**config.mk**
```make
export PLATFORM = sky130hd
export DESIGN_NAME = spfd_ctrl
export DESIGN_NICKNAME = d
export VERILOG_FILES = /design/src/rtl/spfd_pkg.sv /design/src/rtl/spfd_ctrl.sv
export SDC_FILE = /design/constraint.sdc
export NUM_CORES = 1
export LEC_CHECK = 0
export BUFFER_PORTS_ARGS = -buffer_cell sky130_fd_sc_hd__buf_2
export CORE_UTILIZATION = 29
export CTS_CLUSTER_DIAMETER = 30
export DETAILED_ROUTE_END_ITERATION = 7
export GPL_ROUTABILITY_DRIVEN = 0
export GPL_TIMING_DRIVEN = 0
export PLACE_DENSITY_LB_ADDON = 0.08
export SLEW_MARGIN = 20
export SYNTH_ARGS = -nofsm -noshare
export SYNTH_HDL_FRONTEND = slang
export SYNTH_SLANG_ARGS = --single-unit
```
**constraint.sdc**
```tcl
create_clock -name i_clk -period 4.6 [get_ports i_clk]
set_input_delay 0.69 -clock i_clk [delete_from_list [all_inputs] [get_ports i_clk]]
set_output_delay 0.69 -clock i_clk [all_outputs]
set_load 0.005 [all_outputs]
```
**src/rtl/spfd_pkg.sv**
```systemverilog
// Shared types and constants for the skeletal pose frame decoder.
// Holds the controller state type, command/status bundles and the MAC program.
// No dependencies.
package spfd_pkg;

    localparam logic [63:0]        ONE_Q60 = 64'h1000_0000_0000_0000;
    localparam logic signed [31:0] ONE_Q30 = 32'sh4000_0000;

    // program counter landmarks in the MAC program
    localparam logic [5:0] PC_W_END   = 6'd2;
    localparam logic [5:0] PC_R_START = 6'd3;
    localparam logic [5:0] PC_R_END   = 6'd48;
    localparam logic [5:0] PC_C_START = 6'd49;
    localparam logic [5:0] PC_C_END   = 6'd52;

    localparam logic [4:0] SQRT_LAST = 5'd31;
    localparam logic [4:0] DIV_LAST  = 5'd30;

    typedef enum logic [4:0] {
        OP_T0, OP_T1, OP_T2,
        OP_Q0, OP_Q1, OP_Q2, OP_Q3,
        OP_PX, OP_PY, OP_PZ, OP_PW,
        OP_PT0, OP_PT1, OP_PT2,
        OP_UV0, OP_UV1, OP_UV2,
        OP_UUV0, OP_UUV1, OP_UUV2,
        OP_C0, OP_C1, OP_C2, OP_C3,
        OP_ONE
    } t_opnd;

    typedef enum logic [3:0] {
        D_SUM,
        D_UV0, D_UV1, D_UV2,
        D_UUV0, D_UUV1, D_UUV2,
        D_WT0, D_WT1, D_WT2,
        D_C0, D_C1, D_C2, D_C3
    } t_dest;

    typedef struct packed {
        t_opnd a;
        t_opnd b;
        logic  first;   // clear accumulator
        logic  neg;     // subtract term
        logic  raw;     // full product, no Q30 scaling
        t_dest dst;
    } t_uop;

    typedef enum logic [3:0] {
        S_IDLE, S_MERGE, S_MUL, S_ACC, S_SQI, S_SQRT, S_SQD,
        S_RCOPY, S_IDENT, S_DINIT, S_DIV, S_DDONE, S_HALVE, S_WRITE
    } t_state;

    typedef struct packed {
        logic       merge;
        logic       mul;
        logic       acc;
        logic [5:0] pc;
        logic       sq_init;
        logic       sq_mode_c;
        logic       sq_step;
        logic       set_q3;
        logic       root_copy;
        logic       set_ident;
        logic       div_init;
        logic       div_step;
        logic       div_done;
        logic       halve;
        logic       write;
    } t_cmd;

    typedef struct packed {
        logic dec_ok;   // incoming transaction is an in-range decode
        logic root;
        logic big;      // product quaternion still outside +/-(2^31-1)
        logic sq_zero;
        logic out_free;
    } t_stat;

    function automatic t_uop mk(input t_opnd a, input t_opnd b, input logic first,
                                input logic neg, input logic raw, input t_dest dst);
        t_uop u;
        u.a = a; u.b = b; u.first = first; u.neg = neg; u.raw = raw; u.dst = dst;
        return u;
    endfunction

    function automatic t_uop uop_rom(input logic [5:0] pc);
        t_uop u;
        case (pc)
            // sum of squares for w rebuild
            6'd0:  u = mk(OP_Q0, OP_Q0, 1'b1, 1'b0, 1'b1, D_SUM);
            6'd1:  u = mk(OP_Q1, OP_Q1, 1'b0, 1'b0, 1'b1, D_SUM);
            6'd2:  u = mk(OP_Q2, OP_Q2, 1'b0, 1'b0, 1'b1, D_SUM);
            // u x t
            6'd3:  u = mk(OP_PY, OP_T2, 1'b1, 1'b0, 1'b0, D_UV0);
            6'd4:  u = mk(OP_PZ, OP_T1, 1'b0, 1'b1, 1'b0, D_UV0);
            6'd5:  u = mk(OP_PZ, OP_T0, 1'b1, 1'b0, 1'b0, D_UV1);
            6'd6:  u = mk(OP_PX, OP_T2, 1'b0, 1'b1, 1'b0, D_UV1);
            6'd7:  u = mk(OP_PX, OP_T1, 1'b1, 1'b0, 1'b0, D_UV2);
            6'd8:  u = mk(OP_PY, OP_T0, 1'b0, 1'b1, 1'b0, D_UV2);
            // u x (u x t)
            6'd9:  u = mk(OP_PY, OP_UV2, 1'b1, 1'b0, 1'b0, D_UUV0);
            6'd10: u = mk(OP_PZ, OP_UV1, 1'b0, 1'b1, 1'b0, D_UUV0);
            6'd11: u = mk(OP_PZ, OP_UV0, 1'b1, 1'b0, 1'b0, D_UUV1);
            6'd12: u = mk(OP_PX, OP_UV2, 1'b0, 1'b1, 1'b0, D_UUV1);
            6'd13: u = mk(OP_PX, OP_UV1, 1'b1, 1'b0, 1'b0, D_UUV2);
            6'd14: u = mk(OP_PY, OP_UV0, 1'b0, 1'b1, 1'b0, D_UUV2);
            // t + 2*(w*uv + uuv) + pt, exact terms via multiply by one
            6'd15: u = mk(OP_UV0, OP_PW, 1'b1, 1'b0, 1'b0, D_WT0);
            6'd16: u = mk(OP_UV0, OP_PW, 1'b0, 1'b0, 1'b0, D_WT0);
            6'd17: u = mk(OP_UUV0, OP_ONE, 1'b0, 1'b0, 1'b0, D_WT0);
            6'd18: u = mk(OP_UUV0, OP_ONE, 1'b0, 1'b0, 1'b0, D_WT0);
            6'd19: u = mk(OP_T0, OP_ONE, 1'b0, 1'b0, 1'b0, D_WT0);
            6'd20: u = mk(OP_PT0, OP_ONE, 1'b0, 1'b0, 1'b0, D_WT0);
            6'd21: u = mk(OP_UV1, OP_PW, 1'b1, 1'b0, 1'b0, D_WT1);
            6'd22: u = mk(OP_UV1, OP_PW, 1'b0, 1'b0, 1'b0, D_WT1);
            6'd23: u = mk(OP_UUV1, OP_ONE, 1'b0, 1'b0, 1'b0, D_WT1);
            6'd24: u = mk(OP_UUV1, OP_ONE, 1'b0, 1'b0, 1'b0, D_WT1);
            6'd25: u = mk(OP_T1, OP_ONE, 1'b0, 1'b0, 1'b0, D_WT1);
            6'd26: u = mk(OP_PT1, OP_ONE, 1'b0, 1'b0, 1'b0, D_WT1);
            6'd27: u = mk(OP_UV2, OP_PW, 1'b1, 1'b0, 1'b0, D_WT2);
            6'd28: u = mk(OP_UV2, OP_PW, 1'b0, 1'b0, 1'b0, D_WT2);
            6'd29: u = mk(OP_UUV2, OP_ONE, 1'b0, 1'b0, 1'b0, D_WT2);
            6'd30: u = mk(OP_UUV2, OP_ONE, 1'b0, 1'b0, 1'b0, D_WT2);
            6'd31: u = mk(OP_T2, OP_ONE, 1'b0, 1'b0, 1'b0, D_WT2);
            6'd32: u = mk(OP_PT2, OP_ONE, 1'b0, 1'b0, 1'b0, D_WT2);
            // quaternion product parent * local
            6'd33: u = mk(OP_PW, OP_Q3, 1'b1, 1'b0, 1'b0, D_C3);
            6'd34: u = mk(OP_PX, OP_Q0, 1'b0, 1'b1, 1'b0, D_C3);
            6'd35: u = mk(OP_PY, OP_Q1, 1'b0, 1'b1, 1'b0, D_C3);
            6'd36: u = mk(OP_PZ, OP_Q2, 1'b0, 1'b1, 1'b0, D_C3);
            6'd37: u = mk(OP_PW, OP_Q0, 1'b1, 1'b0, 1'b0, D_C0);
            6'd38: u = mk(OP_PX, OP_Q3, 1'b0, 1'b0, 1'b0, D_C0);
            6'd39: u = mk(OP_PY, OP_Q2, 1'b0, 1'b0, 1'b0, D_C0);
            6'd40: u = mk(OP_PZ, OP_Q1, 1'b0, 1'b1, 1'b0, D_C0);
            6'd41: u = mk(OP_PW, OP_Q1, 1'b1, 1'b0, 1'b0, D_C1);
            6'd42: u = mk(OP_PY, OP_Q3, 1'b0, 1'b0, 1'b0, D_C1);
            6'd43: u = mk(OP_PZ, OP_Q0, 1'b0, 1'b0, 1'b0, D_C1);
            6'd44: u = mk(OP_PX, OP_Q2, 1'b0, 1'b1, 1'b0, D_C1);
            6'd45: u = mk(OP_PW, OP_Q2, 1'b1, 1'b0, 1'b0, D_C2);
            6'd46: u = mk(OP_PZ, OP_Q3, 1'b0, 1'b0, 1'b0, D_C2);
            6'd47: u = mk(OP_PX, OP_Q1, 1'b0, 1'b0, 1'b0, D_C2);
            6'd48: u = mk(OP_PY, OP_Q0, 1'b0, 1'b1, 1'b0, D_C2);
            // norm squared of the product
            6'd49: u = mk(OP_C0, OP_C0, 1'b1, 1'b0, 1'b1, D_SUM);
            6'd50: u = mk(OP_C1, OP_C1, 1'b0, 1'b0, 1'b1, D_SUM);
            6'd51: u = mk(OP_C2, OP_C2, 1'b0, 1'b0, 1'b1, D_SUM);
            6'd52: u = mk(OP_C3, OP_C3, 1'b0, 1'b0, 1'b1, D_SUM);
            default: u = mk(OP_ONE, OP_ONE, 1'b1, 1'b0, 1'b1, D_SUM);
        endcase
        return u;
    endfunction

endpackage

```
**src/rtl/spfd_ctrl.sv**
```systemverilog
// Sequencing controller for the skeletal pose frame decoder.
// Steps the MAC program, square root, normalising and divide phases.
// Depends on spfd_pkg.
module spfd_ctrl (
    input  logic            i_clk,
    input  logic            i_rst_n,
    input  logic            i_accept,
    input  spfd_pkg::t_stat i_sts,
    output spfd_pkg::t_cmd  o_ctl,
    output logic            o_in_ready
);
    import spfd_pkg::*;

    t_state     r_state, n_state;
    logic [5:0] r_pc, n_pc;
    logic [4:0] r_cnt, n_cnt;
    logic       r_mode, n_mode;   // 1: norm of product, 0: w rebuild

    always_ff @(posedge i_clk) begin
        if (!i_rst_n) begin
            r_state <= S_IDLE;
            r_pc    <= '0;
            r_cnt   <= '0;
            r_mode  <= 1'b0;
        end else begin
            r_state <= n_state;
            r_pc    <= n_pc;
            r_cnt   <= n_cnt;
            r_mode  <= n_mode;
        end
    end

    always_comb begin
        n_state    = r_state;
        n_pc       = r_pc;
        n_cnt      = r_cnt;
        n_mode     = r_mode;
        o_ctl      = '0;
        o_ctl.pc   = r_pc;
        o_ctl.sq_mode_c = r_mode;
        o_in_ready = 1'b0;
        case (r_state)
            S_IDLE: begin
                o_in_ready = 1'b1;
                if (i_accept && i_sts.dec_ok) begin
                    n_state = S_MERGE;
                end
            end
            S_MERGE: begin
                o_ctl.merge = 1'b1;
                n_pc    = '0;
                n_state = S_MUL;
            end
            S_MUL: begin
                o_ctl.mul = 1'b1;
                n_state   = S_ACC;
            end
            S_ACC: begin
                o_ctl.acc = 1'b1;
                if (r_pc == PC_W_END) begin
                    n_mode  = 1'b0;
                    n_state = S_SQI;
                end else if (r_pc == PC_R_END) begin
                    n_state = S_HALVE;
                end else if (r_pc == PC_C_END) begin
                    n_mode  = 1'b1;
                    n_state = S_SQI;
                end else begin
                    n_pc    = r_pc + 6'd1;
                    n_state = S_MUL;
                end
            end
            S_SQI: begin
                o_ctl.sq_init = 1'b1;
                n_cnt   = '0;
                n_state = S_SQRT;
            end
            S_SQRT: begin
                o_ctl.sq_step = 1'b1;
                n_cnt = r_cnt + 5'd1;
                if (r_cnt == SQRT_LAST) begin
                    n_state = S_SQD;
                end
            end
            S_SQD: begin
                if (!r_mode) begin
                    o_ctl.set_q3 = 1'b1;
                    if (i_sts.root) begin
                        n_state = S_RCOPY;
                    end else begin
                        n_pc    = PC_R_START;
                        n_state = S_MUL;
                    end
                end else if (i_sts.sq_zero) begin
                    n_state = S_IDENT;
                end else begin
                    n_state = S_DINIT;
                end
            end
            S_RCOPY: begin
                o_ctl.root_copy = 1'b1;
                n_state = S_WRITE;
            end
            S_IDENT: begin
                o_ctl.set_ident = 1'b1;
                n_state = S_WRITE;
            end
            S_DINIT: begin
                o_ctl.div_init = 1'b1;
                n_cnt   = '0;
                n_state = S_DIV;
            end
            S_DIV: begin
                o_ctl.div_step = 1'b1;
                n_cnt = r_cnt + 5'd1;
                if (r_cnt == DIV_LAST) begin
                    n_state = S_DDONE;
                end
            end
            S_DDONE: begin
                o_ctl.div_done = 1'b1;
                n_state = S_WRITE;
            end
            S_HALVE: begin
                if (i_sts.big) begin
                    o_ctl.halve = 1'b1;
                end else begin
                    n_pc    = PC_C_START;
                    n_state = S_MUL;
                end
            end
            S_WRITE: begin
                if (i_sts.out_free) begin
                    o_ctl.write = 1'b1;
                    n_state = S_IDLE;
                end
            end
            default: begin
                n_state = S_IDLE;
            end
        endcase
    end

endmodule

```
# Word level (Yosys, flattened, before mapping)
# Cells that the tools add are included.
# word_totals
wordCells	86
ff_bits	16
input_bits	8
out_inout_bits	21
# op_classes
addsub	2
n_reduce_logical	11
n_eq_ne	29
muxes	40
# ops
cell	n
4-bit one-hot mux with 12 select lines	1
6-bit 2-to-1 mux	6
4-bit 2-to-1 mux	8
4-bit equality test (second input constant)	6
6-bit one-hot mux with 4 select lines	1
2-bit inequality test (second input constant)	11
1-bit 2-to-1 mux	21
4-bit by 3-bit equality test with 1-bit output (second input constant)	4
6-bit equality test (second input constant)	2
5-bit equality test (second input constant)	2
5-bit one-hot mux with 2 select lines	1
4-bit by 2-bit equality test with 1-bit output (second input constant)	2
7-bit AND reduction	1
6-bit by 1-bit adder with 6-bit output (second input constant)	1
6-bit by 2-bit equality test with 1-bit output (second input constant)	1
3-bit 2-to-1 mux	2
5-bit by 1-bit adder with 5-bit output (second input constant)	1
5-bit AND reduction	1
4-bit by 1-bit equality test with 1-bit output (second input constant)	1
4-bit zero test	1
2-bit nonzero test	2
4-bit nonzero test	1
2-bit OR reduction	2
3-bit AND reduction	1
2 further kinds	2

# Longest topological paths before layout
# logic_depth
word_depth	5
depth_mapped	8
ltp_nobuf	8

# Least setup slack after synthesis
# OpenSTA, ideal clock, no wires.
# synth_path
path_type	reg-to-output
start	register r_state[3]
end	output port o_ctl[5] (netlist name)
arrival_time_ns	1.109
path_stages_with_launch	5
slack_ns	2.801
path_buffers	2
required_ns	3.910
path_cell_list	dfxtp_1 -> buf_2 -> clkbuf_1 -> nand2b_1 -> nor3_1
# synth_lines
item	line_no	text
start: declaration	spfd_ctrl.sv:14	t_state r_state, n_state;
start signal: assignment	spfd_ctrl.sv:26	r_state <= n_state;
end: declaration	spfd_ctrl.sv:9	output spfd_pkg::t_cmd o_ctl,

==> impl_results.md <==
- Outcome: finished clean
- Worst Path Arrival: 1.72 ns
- # hold bufs at CTS: 0
- Power consumption: around 0.33 mW
- Die Y: around 68 um
- Share of layout cells above drive strength 1: about 27%
- Sum Neg Setup Slack: 0 ns
- CTS resizes: 0
- Worst skew pair latency: approximately 0.25 ns
- Routed Antenna Nets: 0
- Largest net degree at the start of global routing: 11
- Peak VDD IR: 0.0001017 V
- Commonest non-fill, non-tap cell in the layout: buf_2
- Worst Max-Slew Pin Slew: ~0.56 ns
- Root Driver: clkbuf_8
- Pre-antenna DRT Iters: 4
- Worst hold path class: reg2reg
- CTS tree: yes
- Setup bufs post-CTS: 0
- Synth Flop Type: dfxtp_1
- Final critical-path share of the clock period: about 52%
- Final instance area: ~1500 um2
- Cell Chain, Critical Path: buf_2 -> clkbuf_1 -> nand2b_1 -> nor3_1 -> buf_2
- Max frequency: 415.2 MHz
- Die width: around 68 um
- Met3 routed WL: ~130 um
- Power Dens Cells: ~220 nW/um2
- First-pass GRT wire length: between 5000 and 6000 um
- Ports: 29
- Hold Crit Endpoint: r_cnt[4]
- Via count: 1301
- CTS Sinks: 16
- DR iter-0 viols: 77
- Ys async rst share: 0%
- Full die area: approximately 4600 um2
- Final Worst Setup Slack: roughly 2.2 ns
- Fill count: roughly 450
- Area leader, netlist: dfxtp_1
- Nets: 210
- M1 WL: 1811 um
- Placed Instance Area: between 1000 and 1500 um2
- Leakage power total: approximately 0.62 nW
- Reg2Reg Depth: 8
- Clk_skew: approximately 0.0012 ns
- Post-Syn Area per Cell: 7.684 um2
- Critical path's largest stage delay: 0.41 ns
- Final wirelength: roughly 3600 um
- Post-Layout Cell Count: about 250
- Highest-count cells in the layout ignoring fill and taps: 29 x buf_2, 18 x nor2_1, 16 x dfxtp_1, 15 x nand2_1, 12 x o21ai_0
- Drc violations: 0
- Clock tree buffer depth: 2
- Max_slew headroom: a little over three fifths
- Hold path cells: 2
- Area delta synth->final: 20.58%
- Slowest stage cell on the critical path: dfxtp_1
- Yosys warns: 0
- Vias/cell: between 5 and 6
- Final setup vio count: 0
- Post-Place Setup Slack: ~2.5 ns
- Antenna Diode Count: 0
- R2r endpoint: r_state[1]
- Crit. End Element: output pin
- Row Count: 23
- Tot GR Track Use: between 10% and 20%
- Vias in the first global route: about 1300
- Max cap viols: 0
- Detailed-placement wirelength estimate: around 2600 um
- Core footprint: around 4100 um2
- Uppermost layer routed: met4
- Required @ worst endpoint: just under 4 ns
- CP bufs+invs: 3
- EDFF count, synth: 0
- Placed cell count: ~240
- Clock transition at path regs: 0.07 ns
- IO Port Bufs: 28
- Most used cell, CP: buf_2
- Post-synthesis register bit count: 16
- Number of H-tree levels: 1
- Startpoint types: register
- Delay-heaviest family, CP: buffers and inverters
- Overflow after GRT: 0
- Num CTS Buffers: 3
- Synthesized net count: 177
- Metal2 WL: around 1600 um
- Crit Path Max Fanout: 10
- Area contributors post-synth: dfxtp_1 26%, ha_1 6.0%, nor2_1 5.4%
- CP Class: reg2out
- Starting density of the core: between 30 and 40%
- Initial antenna violation count: 0
- Tmin final: between 2 and 2.5 ns
- Cells after synthesis: 163
- Synth top area share: 25.57%
- Hold Crit Start: r_cnt[4]
- Final Hold Fails: 0
- Synth unique cells: 47
- Synth Cell Area: about 1300 um2
- RSZ-0062 raised after global routing: false
- Routed length per instance: 14.49 um
- R2r startpoint: r_cnt[0]
- Slew Limit Fails: 0
- Sequential cell area fraction in the yosys report: approximately a quarter
- R2r setup slk: around 2.6 ns
==> synthesized netlist by cell type, types with 2 or more instances <==
cell type and n:
o21ai_0 12, nand2_1 15, buf_4 3, nand3_1 9, clkbuf_1 5, a31oi_1 5, ha_1 6, o22ai_1 2
nor3_1 8, and3_1 4, dfxtp_1 16, nand2b_1 4, a211oi_1 2, a211oi_2 3, mux2i_1 2, nor2_1 18
a21oi_1 11, or2_2 2, nor2b_1 2, inv_1 6, nand3b_1 2
==> worst min-delay path: cells and delay by family (launching register included) <==
family / cells / cell delay (ns)
DFF: 1 / 0.34
AOI/OAI and AO/OA: 1 / 0.05
and+or+nand+nor: 1 / 0.06
==> logic make-up (layout without fill, tap and decap cells) <==
group / Yosys count / after routing / synth area share [%]
AND/OR/NAND/NOR: 78 / 78 / 34.86
AO/OA/AOI/OAI: 43 / 43 / 24.58
buffers and inverters: 17 / 49 / 6.692
flip-flops: 16 / 16 / 25.57
adder cells (fa/ha/maj): 6 / 6 / 5.994
multiplexers: 2 / 2 / 1.598
XOR/XNOR: 1 / 1 / 0.6994
==> through the flow <==
stage | hold WS (ns) | utilization, %
final | 0.4957 | 36.96
after global routing | 0.5450 | 36.96
after CTS | 0.4919 | 36.96
after detailed placement | 0.4784 | 35.61
after global placement | 0.4791 | 35.61
after floorplan | 0.4453 | -
==> worst max-delay path by stage <==
stage	startpoint	end	slack [ns]	cells past startpoint
after detailed placement	r_state[3]	o_ctl[5]	2.49	5
after CTS	r_state[3]	o_ctl[5]	2.20	5
after global routing	r_state[3]	o_ctl[5]	2.03	5
after global placement	r_state[3]	o_ctl[5]	2.51	5
final	r_state[3]	o_ctl[5]	2.19	5
after floorplan	r_state[3]	o_ctl[5]	2.80	4
==> final cells by class <==
class                   count  area (um2)  area share (%)
inverters                   7       26.28           1.740
plain buffers              10       57.56           3.811
well taps                  50       62.56           4.142
repair buffers             28       140.1           9.279
multi-input cells         130       848.3           56.17
flip-flops and latches     16       320.3           21.21
clock buffers               4       55.05           3.645
==> where the power goes <==
part	leakage [nW]	internal, mW	total (mW)	switching, mW
sequential	0.129	0.141	0.144	0.00272
combinational	0.465	0.0237	0.0560	0.0323
clock	0.0288	0.0760	0.130	0.0541
total	0.624	0.241	0.330	0.0891
==> registers in the layout (all words and copies together), names as in the netlist <==
name and cells:
r_cnt 5, r_state 4, r_pc 6, r_mode 1
==> metal layers <==
layer,vias up,track usage [%]
met3,2,2.027
li1,654,-
met4,0,4.787
met5,-,0
met1,615,22.67
met2,30,29.70
No activity file was read; power rests on OpenSTA's default activity.
